[src/rtl/lprd_pkg.sv]
package lprd_pkg;

  localparam int unsigned ADDR_W = 3;
  localparam int unsigned DATA_W = 32;

  localparam logic REG_FIRST_SEQUENCE = 1'b0;
  localparam logic REG_FIRST_OFFSET   = 1'b1;

  localparam logic [DATA_W-1:0] FIRST_SEQUENCE_RST = 32'd1;
  localparam logic [DATA_W-1:0] FIRST_OFFSET_RST   = 32'd0;

  localparam logic [1:0]        PREFIX_LAST    = 2'd3;
  localparam logic [1:0]        PREFIX_FIRST   = 2'd0;
  localparam logic [3:0]        ID_FIRST_INDEX = 4'd4;
  localparam logic [3:0]        ID_END_INDEX   = 4'd8;
  localparam logic [DATA_W-1:0] ID_MIN_LENGTH  = 32'd8;

endpackage

[src/rtl/length_prefixed_record_deframer.sv]
// Record deframer: takes one byte per cycle of a stream of records, each a
// 4-byte little-endian payload length followed by that many payload bytes,
// and gives one result per record at its last byte (at the last prefix byte
// for an empty record): start offset, sequence number, payload length and
// the file identifier taken from payload bytes 4..7 (zero and not valid for
// payloads under 8 bytes). Every byte is handled in the cycle it is accepted,
// so it sustains one byte per cycle while not stalled; a result is registered
// and appears in the cycle after its closing byte, then stays in the output
// register until taken. Input stall is raised only while a result is held
// and the output side stalls. Offsets wrap at 2**OFFSET_BITS (the low 32 bits
// are reported), sequence numbers at 2**32. first_sequence (byte address 0)
// and first_offset (byte address 4) reload the running counters when written.
module length_prefixed_record_deframer #(
  parameter int unsigned OFFSET_BITS = 32
) (
  input  logic                          clk_i,
  input  logic                          rst_ni,
  input  logic                          psel,
  input  logic                          penable,
  input  logic                          pwrite,
  input  logic [lprd_pkg::ADDR_W-1:0]   paddr,
  input  logic [lprd_pkg::DATA_W-1:0]   pwdata,
  output logic [lprd_pkg::DATA_W-1:0]   prdata,
  output logic                          pready,
  input  logic                          in_valid_i,
  output logic                          in_stall_o,
  input  logic [7:0]                    data_byte_i,
  output logic                          out_valid_o,
  input  logic                          out_stall_i,
  output logic [31:0]                   record_offset_o,
  output logic [31:0]                   record_sequence_o,
  output logic [31:0]                   payload_length_o,
  output logic [31:0]                   file_id_o,
  output logic                          file_id_valid_o
);
  import lprd_pkg::*;

  logic                   cfg_wr;
  logic                   accept;
  logic                   emit_c;
  logic [31:0]            emit_len_c;
  logic [31:0]            ls_base_c;
  logic [31:0]            byte_placed_c;
  logic [31:0]            id_placed_c;
  logic [31:0]            bytes_left_dec_c;

  logic [DATA_W-1:0]      first_seq_q;
  logic [DATA_W-1:0]      first_off_q;
  logic                   in_payload_q, in_payload_d;
  logic [1:0]             prefix_count_q, prefix_count_d;
  logic [31:0]            length_shift_q, length_shift_d;
  logic [31:0]            bytes_left_q, bytes_left_d;
  logic [3:0]             payload_index_q, payload_index_d;
  logic [31:0]            id_capture_q, id_capture_d;
  logic [OFFSET_BITS-1:0] next_offset_q, next_offset_d;
  logic [OFFSET_BITS-1:0] record_start_q, record_start_d;
  logic [31:0]            next_seq_q, next_seq_d;
  logic                   out_valid_q;

  assign pready     = 1'b1;
  assign cfg_wr     = psel && penable && pwrite;
  assign prdata     = (paddr[2] == REG_FIRST_OFFSET) ? first_off_q : first_seq_q;
  assign in_stall_o = out_valid_q && out_stall_i;
  assign accept     = in_valid_i && !in_stall_o;

  always_comb begin
    case (prefix_count_q)
      2'd0:    byte_placed_c = {24'd0, data_byte_i};
      2'd1:    byte_placed_c = {16'd0, data_byte_i, 8'd0};
      2'd2:    byte_placed_c = {8'd0, data_byte_i, 16'd0};
      default: byte_placed_c = {data_byte_i, 24'd0};
    endcase
  end

  always_comb begin
    case (payload_index_q[1:0])
      2'd0:    id_placed_c = {24'd0, data_byte_i};
      2'd1:    id_placed_c = {16'd0, data_byte_i, 8'd0};
      2'd2:    id_placed_c = {8'd0, data_byte_i, 16'd0};
      default: id_placed_c = {data_byte_i, 24'd0};
    endcase
  end

  assign ls_base_c        = (prefix_count_q == PREFIX_FIRST) ? 32'd0 : length_shift_q;
  assign bytes_left_dec_c = bytes_left_q - 32'd1;

  always_comb begin
    in_payload_d    = in_payload_q;
    prefix_count_d  = prefix_count_q;
    length_shift_d  = length_shift_q;
    bytes_left_d    = bytes_left_q;
    payload_index_d = payload_index_q;
    id_capture_d    = id_capture_q;
    next_offset_d   = next_offset_q;
    record_start_d  = record_start_q;
    next_seq_d      = next_seq_q;
    emit_c          = 1'b0;
    emit_len_c      = 32'd0;
    if (accept) begin
      next_offset_d = next_offset_q + OFFSET_BITS'(1);
      if (!in_payload_q) begin
        if (prefix_count_q == PREFIX_FIRST) begin
          record_start_d = next_offset_q;
        end
        length_shift_d = ls_base_c | byte_placed_c;
        if (prefix_count_q == PREFIX_LAST) begin
          prefix_count_d  = PREFIX_FIRST;
          id_capture_d    = 32'd0;
          payload_index_d = 4'd0;
          if (length_shift_d == 32'd0) begin
            emit_c = 1'b1;
          end else begin
            in_payload_d = 1'b1;
            bytes_left_d = length_shift_d;
          end
        end else begin
          prefix_count_d = prefix_count_q + 2'd1;
        end
      end else begin
        if (payload_index_q >= ID_FIRST_INDEX && payload_index_q < ID_END_INDEX) begin
          id_capture_d = id_capture_q | id_placed_c;
        end
        if (payload_index_q < ID_END_INDEX) begin
          payload_index_d = payload_index_q + 4'd1;
        end
        bytes_left_d = bytes_left_dec_c;
        if (bytes_left_dec_c == 32'd0) begin
          in_payload_d = 1'b0;
          emit_c       = 1'b1;
          emit_len_c   = length_shift_q;
        end
      end
      if (emit_c) begin
        next_seq_d = next_seq_q + 32'd1;
      end
    end
    if (cfg_wr && paddr[2] == REG_FIRST_SEQUENCE) begin
      next_seq_d = pwdata;
    end
    if (cfg_wr && paddr[2] == REG_FIRST_OFFSET) begin
      next_offset_d  = OFFSET_BITS'(pwdata);
      record_start_d = OFFSET_BITS'(pwdata);
    end
  end

  always_ff @(posedge clk_i or negedge rst_ni) begin
    if (!rst_ni) begin
      first_seq_q     <= FIRST_SEQUENCE_RST;
      first_off_q     <= FIRST_OFFSET_RST;
      in_payload_q    <= 1'b0;
      prefix_count_q  <= PREFIX_FIRST;
      length_shift_q  <= 32'd0;
      bytes_left_q    <= 32'd0;
      payload_index_q <= 4'd0;
      id_capture_q    <= 32'd0;
      next_offset_q   <= OFFSET_BITS'(FIRST_OFFSET_RST);
      record_start_q  <= OFFSET_BITS'(FIRST_OFFSET_RST);
      next_seq_q      <= FIRST_SEQUENCE_RST;
      out_valid_q     <= 1'b0;
    end else begin
      if (cfg_wr && paddr[2] == REG_FIRST_SEQUENCE) begin
        first_seq_q <= pwdata;
      end
      if (cfg_wr && paddr[2] == REG_FIRST_OFFSET) begin
        first_off_q <= pwdata;
      end
      in_payload_q    <= in_payload_d;
      prefix_count_q  <= prefix_count_d;
      length_shift_q  <= length_shift_d;
      bytes_left_q    <= bytes_left_d;
      payload_index_q <= payload_index_d;
      id_capture_q    <= id_capture_d;
      next_offset_q   <= next_offset_d;
      record_start_q  <= record_start_d;
      next_seq_q      <= next_seq_d;
      if (emit_c) begin
        out_valid_q <= 1'b1;
      end else if (!out_stall_i) begin
        out_valid_q <= 1'b0;
      end
    end
  end

  always_ff @(posedge clk_i) begin
    if (emit_c) begin
      record_offset_o   <= 32'(record_start_q);
      record_sequence_o <= next_seq_q;
      payload_length_o  <= emit_len_c;
      file_id_valid_o   <= (emit_len_c >= ID_MIN_LENGTH);
      file_id_o         <= (emit_len_c >= ID_MIN_LENGTH) ? id_capture_d : 32'd0;
    end
  end

  assign out_valid_o = out_valid_q;

  a_seq_advance: assert property (@(posedge clk_i) disable iff (!rst_ni)
    emit_c && !cfg_wr |=> next_seq_q == $past(next_seq_q) + 32'd1)
    else $error("sequence number did not advance after a result");

  a_id_zero: assert property (@(posedge clk_i) disable iff (!rst_ni)
    out_valid_o && !file_id_valid_o |-> file_id_o == 32'd0)
    else $error("file id not cleared for a short record");

  a_payload_left: assert property (@(posedge clk_i) disable iff (!rst_ni)
    in_payload_q |-> bytes_left_q != 32'd0 && prefix_count_q == PREFIX_FIRST)
    else $error("payload phase with no bytes left or prefix in progress");

  a_result_held: assert property (@(posedge clk_i) disable iff (!rst_ni)
    out_valid_q && out_stall_i |=> out_valid_q && $stable(record_sequence_o))
    else $error("result changed while stalled");

endmodule

[config.mk]
export PLATFORM = sky130hd
export DESIGN_NAME = length_prefixed_record_deframer
export DESIGN_NICKNAME = d
export VERILOG_FILES = /design/src/rtl/lprd_pkg.sv /design/src/rtl/length_prefixed_record_deframer.sv
export SDC_FILE = /design/constraint.sdc
export NUM_CORES = 1
export LEC_CHECK = 0
export ABC_AREA = 1
export BUFFER_PORTS_ARGS = -buffer_cell sky130_fd_sc_hd__buf_4
export CAP_MARGIN = 20
export CORE_ASPECT_RATIO = 0.75
export CORE_UTILIZATION = 60
export DETAILED_ROUTE_END_ITERATION = 10
export HOLD_SLACK_MARGIN = 0.08
export PLACE_DENSITY = 0.82
export SLEW_MARGIN = 10
export SYNTH_ARGS = -nofsm -noshare
export SYNTH_HDL_FRONTEND = slang
export SYNTH_SLANG_ARGS = --single-unit
[constraint.sdc]
create_clock -name clk_i -period 9.3 [get_ports clk_i]
set_input_delay 1.86 -clock clk_i [delete_from_list [all_inputs] [get_ports clk_i]]
set_output_delay 1.86 -clock clk_i [all_outputs]
set_load 0.05 [all_outputs]
==> run_results.csv, run 1 <==
group,metric,value,unit
critical_path,path_cells,"buf_4, nand4_1, buf_4, clkinv_1, buf_4, nor2_1, nand2_1, nor2_1, nand3_1, nor2_1, nand4_1, o211ai_1, o21ai_0",
synthesis,syn_inst,2145,
clocking,clock_path_buffers,3,
critical_path,reg2reg_slack,4.47,ns
sta,tightest_slew,1.08,ns
critical_path,worst_path_largest_cell_delay,0.87,ns
synthesis,synth_edf_count,129,
final_layout,nets,2385,
global_routing,gr-total-overflow,0,
min_path,worstHoldPathType,"flop to flop",
sta,period_needed,5.43,ns
critical_path,worstRegToRegCells,16,
drt,first_pass_iters,6,
global_routing,track_usage,33.0,%
die,std_cell_rows,55,
synthesis,async_reset_ff_share,67.2,%
global_routing,grt_pass1_wl,80300,µm
sta,hold_violations,0,
sta,setup_viol,0,
min_path,worstHoldStart,"record_start_q[20]$_DFFE_PN0P_",
synthesis,syn-num-nets,2208,
critical_path,r2r-start,"bytes_left_q[1]$_DFFE_PN0P_",
sta,clock.fmax,184,MHz
critical_path,cp_max_fo,66,
drt,route.detailed.drc,0,
status,status,"complete, no violations",
synthesis,synth_largest_area_cell,"dfrtp_1",
critical_path,r2r-end,"file_id_o[31]$_SDFFCE_PN0P_",
global_routing,grt_start_max_net_pins,174,
power,ir_worst_vdd,0.000176,V
critical_path,start_kind,"input port",
die,die-area,0.0318,mm²
drt,vias_per_cell,5.77,
sta,finalSetupTns,0,ns
clocking,clkLatencyLatePin,0.54,ns
place,dp.cells,2678,
synthesis,synth_area_leaders,"dfrtp_1 35%, edfxtp_1 21%, nand2_1 11%, o21ai_0 6.4%, inv_1 5.3%",
synthesis,synth_seq_cells,393,
place,dp_hpwl,36200,µm
die,fp.dieW,206,µm
final_layout,layout_commonest_cell,"nand2_1",
drt,routedWlPerCell,18.8,µm
drt,finalWirelength,51600,µm
clocking,tritoncts,"done",
clocking,cts.sinks,393,
synthesis,synth_top_flop_cell,"dfrtp_1",
final_layout,multiInputGateArea,0.00672,mm²
min_path,min_path_cells,0,
synthesis,yosysTopAreaCellShare,35.2,%
final_layout,fillers,2288,
critical_path,critPathKind,"input port to flop",
sta,slew_viol_final,0,
sta,relSlewSlack,27.8,%
critical_path,endpoint_kind,"flop",
final_layout,syn_to_final_growth,16.3,%
synthesis,yosys_warnings,0,
clocking,cts_root_buffer,"clkbuf_16",
critical_path,cpMaxStageDelayCell,"clkinv_1",
sta,rsz0062_at_grt,"false",
power,power_leakage,9.88,nW
die,initial_utilization,61.4,%
sta,skew,0.0189,ns
global_routing,grt_pass1_vias,14700,
drt,drtAntennaViolNets,0,
final_layout,regArea,0.0105,mm²
power,power.density,295,mW/mm²
place,place.gp.congestion,0.972,
place,port_buffers,210,
clocking,post_cts_resized,0,
synthesis,yosysSeqAreaShare,56.3,%
global_routing,antenna_found_initial,0,
drt,drt-initial-drc-count,2007,
min_path,min_to,"record_offset_o[20]$_DFFE_PP_",
final_layout,post_layout_nonfiller_instances,2751,
final_layout,drive_gt1_share,14.8,%
die,io_pins,214,
synthesis,yosys.cell_types.count,47,
critical_path,cp_data_required_time,9.67,ns
clocking,cts_buffers,38,
sta,whs,0.451,ns
clocking,cts_htree_levels,2,
synthesis,synth_area_per_cell,8.69,µm²
die,core_area,0.0303,mm²
clocking,clkTransAtPathRegs,0.06,ns
run,cap_viol_max_count,0,
synthesis,syn_area,0.0186,mm²
sta,post-route-period-util,58.4,%
critical_path,cp.arrival,5.81,ns
clocking,cts_hold_buf,0,
clocking,cts_setup_buffers,0,
final_layout,fin_util,71.4,%
die,chipHeight,155,µm
final_layout,final_cell_mix,"546 x nand2_1, 263 x inv_1, 262 x dfrtp_1",
drt,num_vias,15900,
==> report_power, final <==
group          total (mW)  switching, mW  internal, mW  leakage [nW]
clock                1.48          0.646         0.831         0.576
combinational        2.21           1.56         0.650          4.79
sequential           2.71          0.362          2.34          4.52
==> layout make-up <==
class / instances / share of cell area (%)
flip-flops and latches: 393 / 48.4
multi-input cells: 1388 / 31.0
repair buffers: 225 / 8.13
clock buffers: 60 / 5.19
inverters: 276 / 4.80
well taps: 399 / 2.30
clock inverters: 9 / 0.208
diodes: 1 / 0.0115
==> routing by layer <==
metal  wire [µm]  vias up  share of wire [%]  GRT usage, %
met5           0        -                  0             0
met4        1700        0                3.3          11.1
met3        5670      100                 11          7.86
met2       21600      866                 42          45.8
met1       22600     7519                 44          50.5
li1            -     7398                  -             -
==> per-stage QoR <==
stage                     instance area (µm²)  setup slack, ns  total power [mW]
after global routing                    21700             3.50              6.76
final                                   21700             3.87              6.39
after floorplan                         18600             4.12              4.22
after CTS                               21600             4.02              6.35
after detailed placement                20400             3.47              4.87
after global placement                  20400             3.46              4.77
==> cells in the mapped netlist, types with 4 or more instances <==
cell / n
o211ai_1: 42
nor2_2: 39
a31oi_1: 13
nor3_1: 46
o21ai_0: 237
xnor2_1: 6
a22oi_1: 9
dfrtp_1: 262
buf_2: 9
clkbuf_1: 66
nand3_1: 100
inv_2: 7
nand4_1: 32
a32oi_1: 5
o21ai_1: 4
nor2_4: 6
ha_1: 13
clkinv_1: 6
o22ai_1: 37
nand2_1: 546
nor2_1: 161
nor4_1: 14
inv_1: 263
buf_6: 7
edfxtp_1: 129
a21oi_1: 22
nand2_2: 9
xor2_1: 22
==> state kept, by name, summed over array words and instances, names as in the netlist <==
register           count
payload_length_o      32
next_seq_q            32
file_id_o             32
prefix_count_q         2
record_offset_o       32
first_seq_q           32
record_start_q        32
in_payload_q           1
next_offset_q         32
bytes_left_q          32
first_off_q           32
id_capture_q          32
length_shift_q        32
record_sequence_o     32
payload_index_q        4
out_valid_o            1
file_id_valid_o        1
==> critical path, delay by kind of cell <==
family | cells | cell delay, ns
AOI/OAI and AO/OA | 2 | 0.30
and+or+nand+nor | 7 | 1.36
buffers and inverters | 4 | 2.17
==> how the worst max path moves through the flow <==
stage                                          to  cells past startpoint      from
floorplan                              prdata[23]                      3  paddr[2]
global placement    next_offset_q[29]$_DFFE_PN0P_                     13  paddr[2]
detailed placement  next_offset_q[29]$_DFFE_PN0P_                     13  paddr[2]
CTS                 next_offset_q[29]$_DFFE_PN0P_                     13  paddr[2]
global route        next_offset_q[29]$_DFFE_PN0P_                     13  paddr[2]
finish              next_offset_q[29]$_DFFE_PN0P_                     13  paddr[2]
==> cell families (layout without fill, tap and decap cells) <==
group,after synthesis,in the layout,share of synthesized area (%)
buffers and inverters,364,570,7.73
other,1,2,0.0201
flip-flops,393,393,56.3
AND/OR/NAND/NOR,964,964,22.2
AO/OA/AOI/OAI,382,382,11.6
adder cells (fa/ha/maj),13,13,0.873
XOR/XNOR,28,28,1.32
(Power assumes the default switching activity.)
==> run 2, diff against run 1 <==
Settings changed: CORE_UTILIZATION 60 to 59, PLACE_DENSITY 0.82 to 0.8.
Clock period 9.3 ns to 5.43 ns, I/O delays scaled along.
==> run_results.csv, run 2 (same netlist as run 1, synthesis figures left out) <==
group,metric,value,unit
status,status,"complete, no violations",
critical_path,cp.arrival,4.41,ns
final_layout,fin_area,0.0218,mm²
clocking,cts.sinks,393,
clocking,cts_hold_buf,0,
critical_path,path_common_cell,"nand3_1",
min_path,min_path_cells,0,
min_path,worstHoldPathType,"flop to flop",
power,swShare,39.9,%
clocking,clkLatencyLatePin,0.54,ns
power,power.share.clock,24.6,%
power,ir_worst_vdd,0.000287,V
clocking,cts_buffers,38,
run,cap_viol_max_count,0,
die,die-area,0.0323,mm²
critical_path,worstRegToRegCells,15,
place,port_buffers,210,
place,dpl_cell_area,0.0205,mm²
critical_path,cp_data_required_time,5.64,ns
global_routing,grt_start_max_net_pins,118,
sta,skew,0.0155,ns
critical_path,cp_max_fo,42,
die,initial_utilization,60.9,%
final_layout,fin_util,71.3,%
power,power.density,515,mW/mm²
sta,whs,0.445,ns
sta,slew_viol_final,0,
die,std_cell_rows,55,
sta,clock.fmax,238,MHz
clocking,cts_setup_buffers,0,
clocking,post_cts_resized,0,
critical_path,worst_path_largest_cell_delay,0.43,ns
clocking,clock_path_buffers,3,
critical_path,critPathKind,"flop to flop",
drt,num_vias,16100,
final_layout,layout_commonest_cell,"nand2_1",
critical_path,start_kind,"flop",
critical_path,path_depth,15,
clocking,clkTransAtPathRegs,0.06,ns
drt,drt-initial-drc-count,2137,
global_routing,gr-total-overflow,0,
place,dp.cells,2687,
critical_path,path_buf_inv,3,
final_layout,syn_to_final_growth,17.2,%
final_layout,nets,2392,
die,core_area,0.0306,mm²
power,power_frac_comb,34.3,%
sta,finalSetupTns,0,ns
drt,drtAntennaViolNets,0,
final_layout,drive_gt1_share,15.3,%
global_routing,grt_pass1_vias,14600,
global_routing,antenna_found_initial,0,
power,p_int,6.76,mW
power,pwr-share-seq,41.1,%
power,power,11.2,mW
power,power_leakage,9.95,nW
place,place.gp.congestion,0.952,
die,io_pins,214,
critical_path,r2r-end,"record_offset_o[30]$_DFFE_PP_",
critical_path,critPathLaunch,"bytes_left_q[1]$_DFFE_PN0P_",
place,dp_hpwl,37500,µm
clocking,cts_htree_levels,2,
critical_path,reg2reg_slack,1.23,ns
sta,hold_violations,0,
critical_path,r2r-start,"bytes_left_q[1]$_DFFE_PN0P_",
final_layout,post_layout_nonfiller_instances,2759,
drt,vias_per_cell,5.82,
sta,relSlewSlack,39.2,%
power,power_switching,4.48,mW
clocking,cts_root_buffer,"clkbuf_16",
place,place_ws,1.33,ns
sta,period_needed,4.20,ns
global_routing,track_usage,32.9,%
global_routing,grt_pass1_wl,81900,µm
drt,routedWlPerCell,19.3,µm
drt,route.detailed.drc,0,
critical_path,path_cells,"inv_1, ha_1, nand3_1, nor2_2, nand3_1, nand2_1, nand2_1, nor2_1, nand3_1, nor2_4, nand2_4, nand2_2, o21ai_4, inv_6, buf_4",
sta,fin_ws,1.23,ns
sta,tightest_slew,0.909,ns
drt,finalWirelength,53200,µm
die,fp.dieW,207,µm
final_layout,fillers,2314,
final_layout,final_cell_mix,"546 x nand2_1, 263 x inv_1, 262 x dfrtp_1",
sta,post-route-period-util,77.3,%
critical_path,endpoint_kind,"flop",
critical_path,cp-endpoint,"record_offset_o[30]$_DFFE_PP_",
die,chipHeight,156,µm
critical_path,critPathTopFamily,"simple AND/OR/NAND/NOR gates",
sta,rsz0062_at_grt,"false",
critical_path,cpMaxStageDelayCell,"nor2_4",
sta,setup_viol,0,
drt,first_pass_iters,6,
clocking,tritoncts,"done",
-- run 2: worst min path at each step --
| stage | from | endpoint | slack, ns |
|---|---|---|---|
| 4_1_cts | record_start_q[23]$_DFFE_PN0P_ | record_offset_o[23]$_DFFE_PP_ | 0.45 |
| 3_5_place_dp | record_start_q[27]$_DFFE_PN0P_ | record_offset_o[27]$_DFFE_PP_ | 0.43 |
| 2_1_floorplan | next_seq_q[16]$_DFFE_PN0P_ | record_sequence_o[16]$_DFFE_PP_ | 0.42 |
| 3_3_place_gp | record_start_q[22]$_DFFE_PN0P_ | record_offset_o[22]$_DFFE_PP_ | 0.43 |
| 6_report | record_start_q[6]$_DFFE_PN0P_ | record_offset_o[6]$_DFFE_PP_ | 0.44 |
| 5_1_grt | record_start_q[23]$_DFFE_PN0P_ | record_offset_o[23]$_DFFE_PP_ | 0.46 |
-- run 2: area by class of cell --
type	instances	area, µm²	area share (%)
clock buffers	52	1100	5.03
repair buffers	232	1790	8.22
multi-input cells	1388	6720	30.8
clock inverters	18	198	0.905
well taps	399	499	2.29
diodes	1	2.50	0.0115
inverters	276	1040	4.77
flip-flops and latches	393	10500	48.0
-- run 2: layer usage --
metal	share of wire, %	GRT usage, %	wire [µm]	vias to the layer above
met5	0	0	0	-
met3	10	6.98	5300	102
met4	3.1	10.8	1640	0
li1	-	-	-	7426
met2	42	46.0	22400	805
met1	45	50.7	23800	7724
-- run 2: power by group through the flow --
stage	sequential (mW)	clock, mW	combinational (mW)
2_1_floorplan	4.86	0	2.37
3_3_place_gp	4.60	0	3.62
3_5_place_dp	4.64	0	3.74
4_1_cts	4.60	2.78	3.78
5_1_grt	4.71	2.90	4.24
6_report	4.62	2.76	3.85
